===== src/rtl/core/pta_pkg.sv =====
// ----------------------------------------------------------------------------
// pta_pkg
// Types and constants shared by the pedal torque arbiter.
// ----------------------------------------------------------------------------
package pta_pkg;

   typedef enum logic [2:0] {
      ST_IDLE,
      ST_MUL_P,
      ST_MUL_T,
      ST_MUL_L,
      ST_DIV_L,
      ST_MUL_R,
      ST_DIV_R,
      ST_DONE
   } state_type;

   localparam int MUL_W  = 24;
   localparam int PROD_W = 2 * MUL_W;
   localparam int REQ_W  = 40;
   localparam int RSP_W  = 48;

   localparam logic CSR_BRAKE_CUTOFF  = 1'b0;
   localparam logic CSR_SCALE_PERCENT = 1'b1;

   localparam logic [7:0]  CUTOFF_RESET         = 8'd50;
   localparam logic [6:0]  PERCENT_RESET        = 7'd100;
   localparam logic [6:0]  PERCENT_FULL         = 7'd100;
   localparam logic [7:0]  AGREE_LIMIT          = 8'd25;
   localparam logic [7:0]  RELEASE_LIMIT        = 8'd13;
   localparam logic [7:0]  PUSH_LIMIT           = 8'd64;
   localparam logic [7:0]  BRAKE_CONFLICT_LIMIT = 8'd50;
   localparam logic [7:0]  STEER_CENTER         = 8'd128;
   localparam logic [10:0] SCALE_UNIT           = 11'd1000;
   localparam logic [10:0] SCALE_MIN            = 11'd250;
   localparam logic [10:0] SCALE_MAX            = 11'd1750;
   localparam logic [15:0] WORD_MAX             = 16'hFFFF;

   // ceil(2^19 * 32 / 25): exact for products of throttle and percent
   localparam logic [MUL_W-1:0] RECIP_25  = 24'd671089;
   // ceil(2^30 / 125): exact for values below 2^23
   localparam logic [MUL_W-1:0] RECIP_125 = 24'd8589935;

endpackage


===== src/rtl/core/pedal_torque_arbiter.sv =====
// ----------------------------------------------------------------------------
// pedal_torque_arbiter
// Throttle plausibility, brake light, conflict latch and torque vectoring
// for one pedal frame, on one shared 24x24 multiplier.
// ----------------------------------------------------------------------------
//  channel  direction  ports                  beat contents
//  req      in         req_tvalid/tready/data one pedal frame
//  rsp      out        rsp_tvalid/tready/data one torque command
//  csr      in         csr_we/index/wdata     register write, no wait
//
//  rsp_tvalid rises as req_tready returns, so a new frame is taken only once
//  the last result has been loaded into the output register: a sequencer
//  steps the single multiplier through six products (percent, /25, left
//  scale, /1000, right scale, /1000), one per cycle, then a done state loads it
//  req_tready is high only while the sequencer is idle
//  the result waits in an output register; a stalled rsp holds the sequencer
//  reset is synchronous, clears the latch and loads register defaults
// ----------------------------------------------------------------------------
module pedal_torque_arbiter (
   input  logic        clock,
   input  logic        reset,
   input  logic        req_tvalid,
   output logic        req_tready,
   // throttle_a, throttle_b, brake_level, steering_pos, drive_enabled, zeros
   input  logic [pta_pkg::REQ_W-1:0] req_tdata,
   output logic        rsp_tvalid,
   input  logic        rsp_tready,
   // brake_light, throttle_used, sensors_agree, conflict_flag, torque_sent,
   // left_torque, right_torque_word, zeros
   output logic [pta_pkg::RSP_W-1:0] rsp_tdata,
   input  logic        csr_we,
   input  logic        csr_index,
   input  logic [7:0]  csr_wdata
);

   localparam int MW = pta_pkg::MUL_W;
   localparam int PW = pta_pkg::PROD_W;

   pta_pkg::state_type state_ff, state_in;

   logic [7:0]  cutoff_ff;
   logic [6:0]  percent_ff;
   logic        conflict_ff, conflict_in;

   logic [7:0]  thr_ff, thr_in;
   logic        light_ff, light_in;
   logic        agree_ff, agree_in;
   logic        enabled_ff;
   logic        active_ff, active_in;
   logic [10:0] ls_ff, ls_in;
   logic [10:0] rs_ff, rs_in;
   logic [PW-1:0] prod_ff, prod_in;
   logic [14:0] torque_ff;
   logic [15:0] left_ff;

   logic              rsp_valid_ff, rsp_valid_in;
   logic [pta_pkg::RSP_W-1:0] rsp_data_ff, rsp_data_in;

   logic [7:0]  ta, tb, brake, steer;
   logic        enabled;
   logic [7:0]  hi, lo;
   logic [7:0]  bias;
   logic [14:0] bias125;
   logic [9:0]  q;
   logic [10:0] scale_plus, scale_minus;
   logic [6:0]  pct_sat;
   logic        accept, out_free;
   logic [MW-1:0] mul_a, mul_b;
   logic        load_torque, load_left, load_out;
   logic [15:0] prod_sat, right_val, left_val;

   function automatic logic [10:0] clamp_scale(input logic [10:0] s);
      logic [10:0] r;
      r = s;
      if (s < pta_pkg::SCALE_MIN) r = pta_pkg::SCALE_MIN;
      else if (s > pta_pkg::SCALE_MAX) r = pta_pkg::SCALE_MAX;
      return r;
   endfunction

   assign req_tready = (state_ff == pta_pkg::ST_IDLE);
   assign accept     = req_tvalid & req_tready;
   assign out_free   = ~rsp_valid_ff | rsp_tready;

   // frame decode
   assign ta      = req_tdata[7:0];
   assign tb      = req_tdata[15:8];
   assign brake   = req_tdata[23:16];
   assign steer   = req_tdata[31:24];
   assign enabled = req_tdata[32];

   assign hi       = (ta > tb) ? ta : tb;
   assign lo       = (ta > tb) ? tb : ta;
   assign agree_in = (8'(hi - lo) < pta_pkg::AGREE_LIMIT);
   assign thr_in   = agree_in ? lo : 8'd0;
   assign light_in = (brake >= cutoff_ff);

   always_comb begin
      conflict_in = conflict_ff;
      if (enabled && agree_in) begin
         if (conflict_ff) begin
            if (thr_in < pta_pkg::RELEASE_LIMIT) conflict_in = 1'b0;
         end else if (thr_in >= pta_pkg::PUSH_LIMIT &&
                      brake >= pta_pkg::BRAKE_CONFLICT_LIMIT) begin
            conflict_in = 1'b1;
         end
      end
   end

   assign active_in = enabled & agree_in & ~conflict_in;

   // steering bias, d*1000/128 = d*125/16
   assign bias        = steer[7] ? {1'b0, steer[6:0]} : 8'(pta_pkg::STEER_CENTER - steer);
   assign bias125     = ({bias, 7'd0}) - ({7'd0, bias} << 2) + {7'd0, bias};
   assign q           = bias125[13:4];
   assign scale_plus  = pta_pkg::SCALE_UNIT + {1'b0, q};
   assign scale_minus = pta_pkg::SCALE_UNIT - {1'b0, q};
   assign rs_in       = clamp_scale(steer[7] ? scale_plus : scale_minus);
   assign ls_in       = clamp_scale(steer[7] ? scale_minus : scale_plus);

   assign pct_sat = (percent_ff > pta_pkg::PERCENT_FULL) ? pta_pkg::PERCENT_FULL : percent_ff;

   // next state
   always_comb begin
      state_in = state_ff;
      case (state_ff)
         pta_pkg::ST_IDLE:  if (accept) state_in = pta_pkg::ST_MUL_P;
         pta_pkg::ST_MUL_P: state_in = pta_pkg::ST_MUL_T;
         pta_pkg::ST_MUL_T: state_in = pta_pkg::ST_MUL_L;
         pta_pkg::ST_MUL_L: state_in = pta_pkg::ST_DIV_L;
         pta_pkg::ST_DIV_L: state_in = pta_pkg::ST_MUL_R;
         pta_pkg::ST_MUL_R: state_in = pta_pkg::ST_DIV_R;
         pta_pkg::ST_DIV_R: state_in = pta_pkg::ST_DONE;
         pta_pkg::ST_DONE:  if (out_free) state_in = pta_pkg::ST_IDLE;
         default:           state_in = pta_pkg::ST_IDLE;
      endcase
   end

   // sequencer outputs
   always_comb begin
      mul_a       = '0;
      mul_b       = '0;
      load_torque = 1'b0;
      load_left   = 1'b0;
      load_out    = 1'b0;
      case (state_ff)
         pta_pkg::ST_MUL_P: begin
            mul_a = MW'(thr_ff);
            mul_b = MW'(pct_sat);
         end
         pta_pkg::ST_MUL_T: begin
            mul_a = MW'(prod_ff[14:0]);
            mul_b = pta_pkg::RECIP_25;
         end
         pta_pkg::ST_MUL_L: begin
            mul_a       = MW'(prod_ff[33:19]);
            mul_b       = MW'(ls_ff);
            load_torque = 1'b1;
         end
         pta_pkg::ST_DIV_L: begin
            mul_a = MW'(prod_ff[25:3]);
            mul_b = pta_pkg::RECIP_125;
         end
         pta_pkg::ST_MUL_R: begin
            mul_a     = MW'(torque_ff);
            mul_b     = MW'(rs_ff);
            load_left = 1'b1;
         end
         pta_pkg::ST_DIV_R: begin
            mul_a = MW'(prod_ff[25:3]);
            mul_b = pta_pkg::RECIP_125;
         end
         pta_pkg::ST_DONE: begin
            load_out = out_free;
         end
         default: begin
            mul_a = '0;
         end
      endcase
   end

   assign prod_in  = PW'(mul_a) * PW'(mul_b);
   assign prod_sat = (|prod_ff[47:46]) ? pta_pkg::WORD_MAX : prod_ff[45:30];

   assign left_val  = active_ff ? left_ff : 16'd0;
   assign right_val = active_ff ? prod_sat : 16'd0;

   assign rsp_data_in = {4'd0,
                         16'(16'd0 - right_val),
                         left_val,
                         enabled_ff,
                         conflict_ff,
                         agree_ff,
                         thr_ff,
                         light_ff};

   assign rsp_valid_in = load_out ? 1'b1 : (rsp_tready ? 1'b0 : rsp_valid_ff);

   always_ff @(posedge clock) begin
      if (reset) begin
         state_ff     <= pta_pkg::ST_IDLE;
         cutoff_ff    <= pta_pkg::CUTOFF_RESET;
         percent_ff   <= pta_pkg::PERCENT_RESET;
         conflict_ff  <= 1'b0;
         rsp_valid_ff <= 1'b0;
      end else begin
         state_ff     <= state_in;
         rsp_valid_ff <= rsp_valid_in;
         if (accept) conflict_ff <= conflict_in;
         if (csr_we) begin
            case (csr_index)
               pta_pkg::CSR_BRAKE_CUTOFF:  cutoff_ff  <= csr_wdata;
               pta_pkg::CSR_SCALE_PERCENT: percent_ff <= csr_wdata[6:0];
               default:                    cutoff_ff  <= cutoff_ff;
            endcase
         end
      end
   end

   always_ff @(posedge clock) begin
      // right product is held while the result waits
      if (state_ff != pta_pkg::ST_DONE) prod_ff <= prod_in;
      if (accept) begin
         thr_ff     <= thr_in;
         light_ff   <= light_in;
         agree_ff   <= agree_in;
         enabled_ff <= enabled;
         active_ff  <= active_in;
         ls_ff      <= ls_in;
         rs_ff      <= rs_in;
      end
      if (load_torque) torque_ff <= prod_ff[33:19];
      if (load_left)   left_ff   <= prod_sat;
      if (load_out)    rsp_data_ff <= rsp_data_in;
   end

   assign rsp_tvalid = rsp_valid_ff;
   assign rsp_tdata  = rsp_data_ff;

endmodule


===== config.mk =====
export PLATFORM = sky130hd
export DESIGN_NAME = pedal_torque_arbiter
export DESIGN_NICKNAME = d
export VERILOG_FILES = /design/src/rtl/core/pta_pkg.sv /design/src/rtl/core/pedal_torque_arbiter.sv
export SDC_FILE = /design/constraint.sdc
export NUM_CORES = 1
export LEC_CHECK = 0
export BUFFER_PORTS_ARGS = -buffer_cell sky130_fd_sc_hd__buf_4
export CORE_MARGIN = 3
export CORE_UTILIZATION = 30
export DETAILED_ROUTE_END_ITERATION = 7
export SKIP_CTS_REPAIR_TIMING = 1
export SYNTH_ARGS = -nofsm -noshare
export SYNTH_HDL_FRONTEND = slang
export SYNTH_SLANG_ARGS = --single-unit

===== constraint.sdc =====
create_clock -name clock -period 12.3 [get_ports clock]
set_clock_uncertainty 0.05 [all_clocks]
set_input_delay 1.23 -clock clock [delete_from_list [all_inputs] [get_ports clock]]
set_output_delay 1.23 -clock clock [all_outputs]
set_load 0.02 [all_outputs]

==> results of run 1 <==
-- sequential cells by signal (all words and copies together), names as in the netlist --
| register | flops |
|---|---|
| left_ff | 16 |
| active_ff | 1 |
| state_ff | 3 |
| light_ff | 1 |
| torque_ff | 15 |
| thr_ff | 8 |
| rsp_tdata | 44 |
| percent_ff | 7 |
| ls_ff | 11 |
| prod_ff | 48 |
| rs_ff | 11 |
| rsp_tvalid | 1 |
| cutoff_ff | 8 |
| enabled_ff | 1 |
| agree_ff | 1 |
| conflict_ff | 1 |
-- how the worst max path moves through the flow --
stage | endpoint | slack [ns] | cells after the start
floorplan | prod_ff[44] | 3.43 | 33
global placement | prod_ff[46] | 2.56 | 29
detailed placement | prod_ff[46] | 2.53 | 29
CTS | prod_ff[46] | 2.49 | 29
global route | prod_ff[46] | 1.91 | 29
finish | prod_ff[46] | 2.42 | 32
-- worst max-delay path: cells and delay by family, from the launching register on --
kind / cells / cell delay [ns]
AO/OA/AOI/OAI: 10 / 2.92
AND/OR/NAND/NOR: 5 / 1.58
adder cells (fa/ha/maj): 8 / 3.96
XOR/XNOR: 1 / 0.14
flip-flops: 1 / 0.32
buffers and inverters: 8 / 0.63
-- logic make-up after synthesis --
| group | after synthesis | synth area share |
|---|---|---|
| AO/OA/AOI/OAI | 348 | 0.0975 |
| AND/OR/NAND/NOR | 676 | 0.134 |
| flip-flops | 177 | 0.216 |
| XOR/XNOR | 80 | 0.0299 |
| adder cells (fa/ha/maj) | 589 | 0.414 |
| other | 2 | 0.000317 |
| buffers and inverters | 629 | 0.102 |
| multiplexers | 16 | 0.00686 |
-- stage by stage --
step | instances | worst slack (ns) | total power (uW)
floorplan | 2575 | 3.43 | 2360
global placement | 3650 | 2.56 | 2940
detailed placement | 3650 | 2.53 | 2950
CTS | 3682 | 2.49 | 3530
global route | 3682 | 1.91 | 3830
finish | 3682 | 2.42 | 3520
-- cells in the mapped netlist (7+ instances only) --
cell type,instances,share of area
a211o_1,18,0.0066
and2_1,41,0.011
nor2b_1,27,0.0071
a31oi_1,12,0.0032
and3_1,39,0.010
nand3_1,33,0.0070
nand2b_1,25,0.0066
edfxtp_1,157,0.20
nor3_1,26,0.0055
o21a_1,13,0.0041
or3_1,27,0.0071
mux2i_1,14,0.0059
or2_2,8,0.0021
inv_1,543,0.086
nand4_1,7,0.0018
clkbuf_1,71,0.011
nand2_1,246,0.039
o211ai_1,10,0.0032
fa_1,326,0.28
ha_1,263,0.14
xnor2_1,50,0.018
xor2_1,29,0.011
a22oi_1,7,0.0022
a21o_1,39,0.012
o21ai_0,54,0.011
nor2_1,165,0.026
a21oi_1,102,0.022
a211oi_1,17,0.0054
dfxtp_1,20,0.017
-- power by group --
group          switching, uW  internal, uW
Combinational           1230           793
Clock                    256           299
Sequential              98.0           842
-- layer usage --
layer / vias to the layer above / routed length, um
li1: 8272 / -
met1: 8529 / 27300
met2: 409 / 29000
met3: 89 / 3330
met4: 0 / 1930
met5: - / 0
-- layout make-up --
cell class / count / area share
Clock buffer: 22 / 0.0192
Sequential cell: 177 / 0.194
Multi-Input combinational cell: 1769 / 0.623
Inverter: 546 / 0.0778
Clock inverter: 10 / 0.00313
Tap cell: 1040 / 0.0493
Timing Repair Buffer: 118 / 0.0336
==> summary.txt, run 1 <==
Global route
  – Initial antenna violation count: 0
  – Largest net degree at the start of global routing: 51
  – GRT Overall Usage: 0.154
  – Top Usage Layer GRT: met2
  – GRT overflow: 0
  – Met1 Resource Use GR: 0.206
  – Met3 GRT Util: 0.0208
  – Met2 Usage GRT: 0.256
  – Vias in the first global route: 18018
  – Global-route wire length before repair: 98600 um

Timing
  – Crit share post-route: 0.804
  – RSZ-0062 raised after global routing: false
  – Slew Limit Fails: 0
  – Pin slew with the least headroom to its limit: 1.28 ns
  – # setup viols final: 0
  – Slew HR: 0.145
  – Setup TNS: 0 ns
  – WHS: 0.374 ns
  – Final min period: 9.88 ns
  – Fmax: 101 MHz
  – Hold Vio Cnt, Final: 0

Layout
  – Fin util: 0.339
  – Commonest non-fill, non-tap cell in the layout: inv_1
  – Diode count: 0
  – Filler cells: 8085
  – Reg area: 0.00512 sq mm
  – Area Growth Syn to Fin: 11.3%
  – Multi-input gate area: 0.0165 sq mm
  – Layout cell share with drive strength beyond 1: 0.0685
  – Post-layout nets: 3272
  – Cell area after layout: 0.0264 sq mm
  – Most frequent cells in the layout: inv_1 (543), fa_1 (326), ha_1 (263)

Routing
  – First-pass iteration count of the detailed router: 8
  – Final WL: 61600 um
  – Vias: 17299
  – Initial detailed-routing violation count: 1083
  – Average wire per standard cell: 16.7 um
  – Post-DRT Antenna Nets: 0
  – # DRC: 0
  – Vias per cell: 4.70

Min path
  – Hold path endpoint: rsp_tdata[9]
  – Hold depth: 0
  – Min-delay worst type: flop to flop
  – Min-delay src: agree_ff

Logic synthesis
  – Synthesized area: 0.0237 sq mm
  – Synth Flop Type: edfxtp_1
  – FF+latch count, synth: 177
  – Netlist cell types: 84
  – Post-synth ARST share: 0
  – Sequential share of the synthesized area: 0.216
  – Avg Inst Size Synth: 9.42 sq um
  – Gate Count Post-Synth: 2517
  – Post-synth EDFFs: 157
  – Syn. warnings: 0

Worst setup path
  – CP Class: flop to flop
  – Max incr delay on CP: 0.69 ns
  – Worst Reg-to-Reg Cells: 32
  – Worst Path Max Fanout: 12
  – Reg2Reg Setup Slack: 2.42 ns
  – Worst r2r dst: prod_ff[46]
  – Critical path launch point: state_ff[2]
  – CP max-delay cell: nor2_1
  – CP required: 12.45 ns
  – Critical path arrival: 10.04 ns
  – Crit start category: flop
  – Setup crit end kind: flop
  – Reg-to-reg startpoint: state_ff[2]

CTS
  – # H-tree levels: 4
  – CTS tree: yes
  – Reg clk slew, reported paths: 0.07 ns
  – Max Root-Sink Buffers: 2
  – Worst skew pair latency: 0.45 ns
  – Root Buffer: clkbuf_16
  – CTS buffer count: 17
  – Clk sink count: 177

Placed design
  – Placed inst area: 0.0258 sq mm
  – GP Congestion: 0.901
  – IO Port Bufs: 92
  – Dpl hpwl: 51000 um

Power
  – Leak: 0.0134 uW
  – VDD IR-drop max: 0.108 mV
  – Power Density: 133 mW/mm^2

Outcome
  – Status: completed

Job
  – Max Cap Viol: 0

Die
  – Die area: 0.0825 sq mm
  – Horiz. Die Dim: 287 um
  – Core area: 0.0778 sq mm
  – Initial Util: 0.305
  – Die height: 287 um
  – Number of I/O pins: 104
  – Num rows: 102
Note: power is estimated with default switching activity, not from simulation.
==> run 2: changes to the inputs <==
Clock period 12.3 ns to 10.15 ns, I/O delays scaled along.
==> run 2 against run 1 <==
Critical path depth fell by 1. Clock power rose by 18%. Non-clock buffer count rose by 12. Sequential share of layout area fell by 0.053 points. Global-route usage rose by 0.26 points. Routed wire length rose by 1.1%. Via count rose by 0.72%. Final cell count rose by 0.33%. Setup slack got worse by 1.7 ns. Die area did not move. Critical path type unchanged.
==> summary.txt, run 2 (synthesis results as in run 1) <==
Worst setup path
  – Setup crit end kind: flop
  – CP Class: flop to flop
  – Reg2Reg Setup Slack: 0.71 ns (-1.71 ns)
  – Critical path arrival: 9.60 ns (-0.44 ns)
  – Reg-to-reg startpoint: state_ff[0]
  – Max incr delay on CP: 0.67 ns (-0.02 ns)
  – Critical path launch point: state_ff[0]
  – Worst Path Max Fanout: 12 (unchanged)
  – CP max-delay cell: o2111ai_1
  – Worst Reg-to-Reg Cells: 31 (-3.1%)
  – Crit start category: flop
  – CP required: 10.31 ns (-2.14 ns)
  – Worst r2r dst: prod_ff[44]
  – Crit path top cell by count: fa_1

Layout
  – Filler cells: 8120 (+0.43%)
  – Fin util: 0.340 (+0.000932)
  – Post-layout nets: 3284 (+0.37%)
  – Fin cells: 3694 (+0.33%)
  – Most frequent cells in the layout: inv_1 (543), fa_1 (326), ha_1 (263)
  – Layout cell share with drive strength beyond 1: 0.0723 (+0.00383)
  – Diode count: 0 (unchanged)
  – Cell area after layout: 0.0265 sq mm (+0.27%)
  – Commonest non-fill, non-tap cell in the layout: inv_1
  – Area Growth Syn to Fin: 11.6%
  – Max reg flops: 48 (unchanged)
  – Largest Register: prod_ff

Routing
  – Vias: 17424 (+0.72%)
  – First-pass iteration count of the detailed router: 6 (-2)
  – Final WL: 62200 um (+1.1%)
  – Post-DRT Antenna Nets: 0 (unchanged)
  – Average wire per standard cell: 16.8 um (+0.76%)
  – Initial detailed-routing violation count: 1106 (+2.1%)
  – # DRC: 0 (unchanged)
  – Vias per cell: 4.72 (+0.40%)

Timing
  – Fmax: 106 MHz (+4.7%)
  – Pin slew with the least headroom to its limit: 1.26 ns (-0.0246 ns)
  – Setup TNS: 0 ns (unchanged)
  – Slew HR: 0.162 (+0.0164)
  – Slew Limit Fails: 0 (unchanged)
  – # setup viols final: 0 (unchanged)
  – Final min period: 9.44 ns (-0.441 ns)
  – RSZ-0062 raised after global routing: false
  – Hold Vio Cnt, Final: 0 (unchanged)
  – Crit share post-route: 0.930 (+0.127)
  – WHS: 0.374 ns (-0.000433 ns)

Placed design
  – Placed insts: 3662 (+0.33%)
  – IO Port Bufs: 92 (unchanged)
  – Placed inst area: 0.0259 sq mm (+0.38%)
  – Dpl hpwl: 52300 um (+2.5%)
  – GP Congestion: 0.933 (+3.6%)

Global route
  – Vias in the first global route: 18144 (+0.70%)
  – GRT Overall Usage: 0.156 (+0.00259)
  – Global-route wire length before repair: 101000 um (+2.0%)
  – GRT overflow: 0 (unchanged)
  – Largest net degree at the start of global routing: 50 (-2.0%)
  – Initial antenna violation count: 1 (+1)

Power
  – VDD IR-drop max: 0.137 mV (+27%)
  – Leak: 0.0134 uW (+0.39%)
  – Power Density: 160 mW/mm^2 (+21%)

Die
  – Num rows: 102 (unchanged)
  – Die height: 287 um (unchanged)
  – Horiz. Die Dim: 287 um (unchanged)
  – Number of I/O pins: 104 (unchanged)
  – Core area: 0.0778 sq mm (unchanged)
  – Initial Util: 0.305 (unchanged)
  – Die area: 0.0825 sq mm (unchanged)

CTS
  – Worst skew pair latency: 0.46 ns (about the same)
  – # H-tree levels: 4 (unchanged)
  – Reg clk slew, reported paths: 0.07 ns (about the same)
  – Max Root-Sink Buffers: 2 (unchanged)
  – Root Buffer: clkbuf_16
  – CTS buffer count: 17 (unchanged)
  – Clk sink count: 177 (unchanged)
  – CTS tree: yes

Outcome
  – Status: completed

Job
  – Max Cap Viol: 0 (unchanged)

Min path
  – Hold path endpoint: rsp_tdata[9]
  – Min-delay src: agree_ff
  – Hold depth: 0 (unchanged)
  – Min-delay worst type: flop to flop
==> run 2: changes by cell type in the layout (fill, tap and decap cells not counted), sizes merged <==
cell and delta:
clkinv -1, clkbuf -1, inv +2, buf +12
==> run 2: layout make-up <==
| type | instances | area [sq um] | area share |
|---|---|---|---|
| flip-flops and latches | 177 | 5120 | 0.193 |
| clock buffers | 21 | 475 | 0.0180 |
| well taps | 1040 | 1300 | 0.0492 |
| repair buffers | 130 | 988 | 0.0373 |
| multi-input cells | 1769 | 16400 | 0.621 |
| clock inverters | 11 | 88.8 | 0.00336 |
| inverters | 546 | 2050 | 0.0776 |
==> run 2: how the worst max path moves through the flow <==
| stage | depth (start not counted) | end | slack [ns] |
|---|---|---|---|
| 6_report | 31 | prod_ff[44] | 0.71 |
| 3_3_place_gp | 30 | prod_ff[46] | 0.87 |
| 5_1_grt | 31 | prod_ff[44] | 0.26 |
| 2_1_floorplan | 33 | prod_ff[44] | 1.28 |
| 3_5_place_dp | 31 | prod_ff[44] | 0.71 |
| 4_1_cts | 31 | prod_ff[44] | 0.69 |
==> run 2: power by group <==
part           total, uW  internal [uW]  switching, uW
registers           1140           1020            117
clock network        654            344            310
logic               2460            968           1490
total               4250           2330           1920
==> run 2: metal layers <==
layer | global-route usage | vias up | share of wire
met5 | 0 | - | 0.00021
met2 | 0.261 | 427 | 0.47
li1 | - | 8299 | -
met4 | 0.0498 | 2 | 0.031
met3 | 0.0214 | 101 | 0.057
met1 | 0.209 | 8595 | 0.44
==> run 2: critical path: cells and delay by family (launching register included) <==
| family | cells | cell delay [ns] |
|---|---|---|
| buffers and inverters | 8 | 0.80 |
| and+or+nand+nor | 6 | 1.30 |
| adders and majority gates | 8 | 3.64 |
| xor gates and xnor gates | 1 | 0.11 |
| DFF | 1 | 0.61 |
| AOI/OAI and AO/OA | 8 | 2.66 |
==> run 2: per-stage QoR <==
| stage | power [uW] | setup WS [ns] |
|---|---|---|
| final | 4250 | 0.708 |
| after global routing | 4620 | 0.262 |
| after CTS | 4270 | 0.688 |
| after detailed placement | 3590 | 0.708 |
| after global placement | 3570 | 0.874 |
| after floorplan | 2860 | 1.28 |
==> run 3: changes to the inputs <==
Settings changed: HOLD_SLACK_MARGIN set to 0.1, REMOVE_ABC_BUFFERS set to 1.
==> run 3 against run 2 <==
Via count grew 0.46%. Global-route usage grew 0.27 points. Flip-flop and latch count is the same. Register-to-register slack gained 0.06 ns. Design area grew 0.29%. Core utilization grew 0.10 points. Setup slack gained 0.059 ns. Sequential share of layout area shrank 0.056 points. Critical path depth grew 2. Highest routed layer is now met4. Non-clock buffer count grew 8. Combinational power grew 2%.
==> summary.txt, run 3 (synthesis results as in run 1) <==
Worst setup path
  – CP required: 10.30 ns (about the same)
  – Bufs and invs on worst path: 9 (+1)
  – Setup crit end kind: flop
  – CP Class: flop to flop
  – Worst Path Max Fanout: 12 (unchanged)
  – CP max-delay cell: dfxtp_1
  – Crit-path leading delay family: adder cells
  – Critical path arrival: 9.54 ns (-0.06 ns)
  – Max incr delay on CP: 0.57 ns (-0.10 ns)
  – Crit start category: flop

CTS
  – Reg clk slew, reported paths: 0.08 ns (about the same)
  – Clk sink count: 177 (unchanged)
  – # H-tree levels: 4 (unchanged)
  – Worst skew pair latency: 0.46 ns (about the same)
  – Max Root-Sink Buffers: 2 (unchanged)
  – CTS buffer count: 17 (unchanged)
  – CTS tree: yes
  – Root Buffer: clkbuf_16

Layout
  – Max reg flops: 48 (unchanged)
  – Most frequent cells in the layout: inv_1 (543), fa_1 (326), ha_1 (263)
  – Largest Register: prod_ff
  – Multi-input gate area: 0.0164 sq mm (unchanged)
  – Filler cells: 8120 (unchanged)
  – Reg area: 0.00512 sq mm (unchanged)
  – Commonest non-fill, non-tap cell in the layout: inv_1
  – Diode count: 0 (unchanged)
  – Fin cells: 3702 (+0.22%)
  – Post-layout nets: 3292 (+0.24%)
  – Area Growth Syn to Fin: 11.9%
  – Layout cell share with drive strength beyond 1: 0.0751 (+0.00279)

Routing
  – # DRC: 0 (unchanged)
  – Average wire per standard cell: 17.1 um (+1.8%)
  – First-pass iteration count of the detailed router: 6 (unchanged)
  – Post-DRT Antenna Nets: 0 (unchanged)
  – Initial detailed-routing violation count: 1202 (+8.7%)
  – Vias per cell: 4.73 (+0.24%)
  – Vias: 17504 (+0.46%)
  – Final WL: 63500 um (+2.0%)

Timing
  – WHS: 0.375 ns (+0.00149 ns)
  – Setup TNS: 0 ns (unchanged)
  – Slew Limit Fails: 0 (unchanged)
  – Crit share post-route: 0.924 (-0.00579)
  – Pin slew with the least headroom to its limit: 1.07 ns (-0.187 ns)
  – Hold Vio Cnt, Final: 0 (unchanged)
  – RSZ-0062 raised after global routing: false
  – Final min period: 9.38 ns (-0.0587 ns)
  – Fmax: 107 MHz (+0.63%)
  – Slew HR: 0.282 (+0.120)
  – # setup viols final: 0 (unchanged)

Placed design
  – GP Congestion: 0.926 (-0.81%)
  – Placed insts: 3670 (+0.22%)
  – IO Port Bufs: 92 (unchanged)
  – Dpl hpwl: 53000 um (+1.5%)

Outcome
  – Status: completed

Global route
  – GRT overflow: 0 (unchanged)
  – Global-route wire length before repair: 102000 um (+1.1%)
  – GRT Overall Usage: 0.159 (+0.00273)
  – Initial antenna violation count: 0 (-1)
  – Vias in the first global route: 18026 (-0.65%)
  – Largest net degree at the start of global routing: 51 (+2.0%)

Job
  – Max Cap Viol: 0 (unchanged)

Die
  – Core area: 0.0778 sq mm (unchanged)
  – Die area: 0.0825 sq mm (unchanged)
  – Initial Util: 0.305 (unchanged)
  – Die height: 287 um (unchanged)
  – Horiz. Die Dim: 287 um (unchanged)
  – Num rows: 102 (unchanged)
  – Number of I/O pins: 104 (unchanged)

Min path
  – Min-delay worst type: flop to flop

Power
  – Power Density: 162 mW/mm^2 (+0.97%)
  – Leak: 0.0135 uW (+0.23%)
  – VDD IR-drop max: 0.159 mV (+17%)
run 3: final timing paths:
| check | to | from | cells past startpoint | slack [ns] |
|---|---|---|---|---|
| setup / recovery | prod_ff[46] | state_ff[1] | 33 | 0.77 |
| hold / removal | rsp_tdata[11] | enabled_ff | 0 | 0.38 |
| setup reg to reg | prod_ff[46] | state_ff[1] | 33 | 0.77 |
| hold reg to reg | rsp_tdata[11] | enabled_ff | 0 | 0.38 |
run 3: metal layers:
| metal | global-route usage | share of wire | vias up |
|---|---|---|---|
| li1 | - | - | 8310 |
| met1 | 0.216 | 0.45 | 8650 |
| met2 | 0.268 | 0.48 | 473 |
| met3 | 0.0226 | 0.056 | 71 |
| met4 | 0.0383 | 0.022 | 0 |
| met5 | 0 | 0 | - |
run 3: cell type report:
cell class	count	share of cell area
Clock inverter	14	0.00622
Multi-Input combinational cell	1769	0.619
Timing Repair Buffer	138	0.0390
Inverter	546	0.0774
Sequential cell	177	0.193
Clock buffer	18	0.0162
Tap cell	1040	0.0490
run 3: where the power goes:
| part | internal [uW] | switching [uW] |
|---|---|---|
| sequential | 1020 | 110 |
| combinational | 972 | 1530 |
| clock | 332 | 341 |
| total | 2320 | 1980 |
run 3: stage by stage:
stage / total power [uW] / util / worst slack (ns) / cell area [sq um]
finish: 4300 / 0.341 / 0.767 / 26500
global route: 4660 / 0.341 / 0.131 / 26500
CTS: 4310 / 0.341 / 0.827 / 26500
detailed placement: 3620 / 0.333 / 0.872 / 26000
global placement: 3590 / 0.333 / 0.918 / 26000
floorplan: 2830 / - / 0.403 / 23600
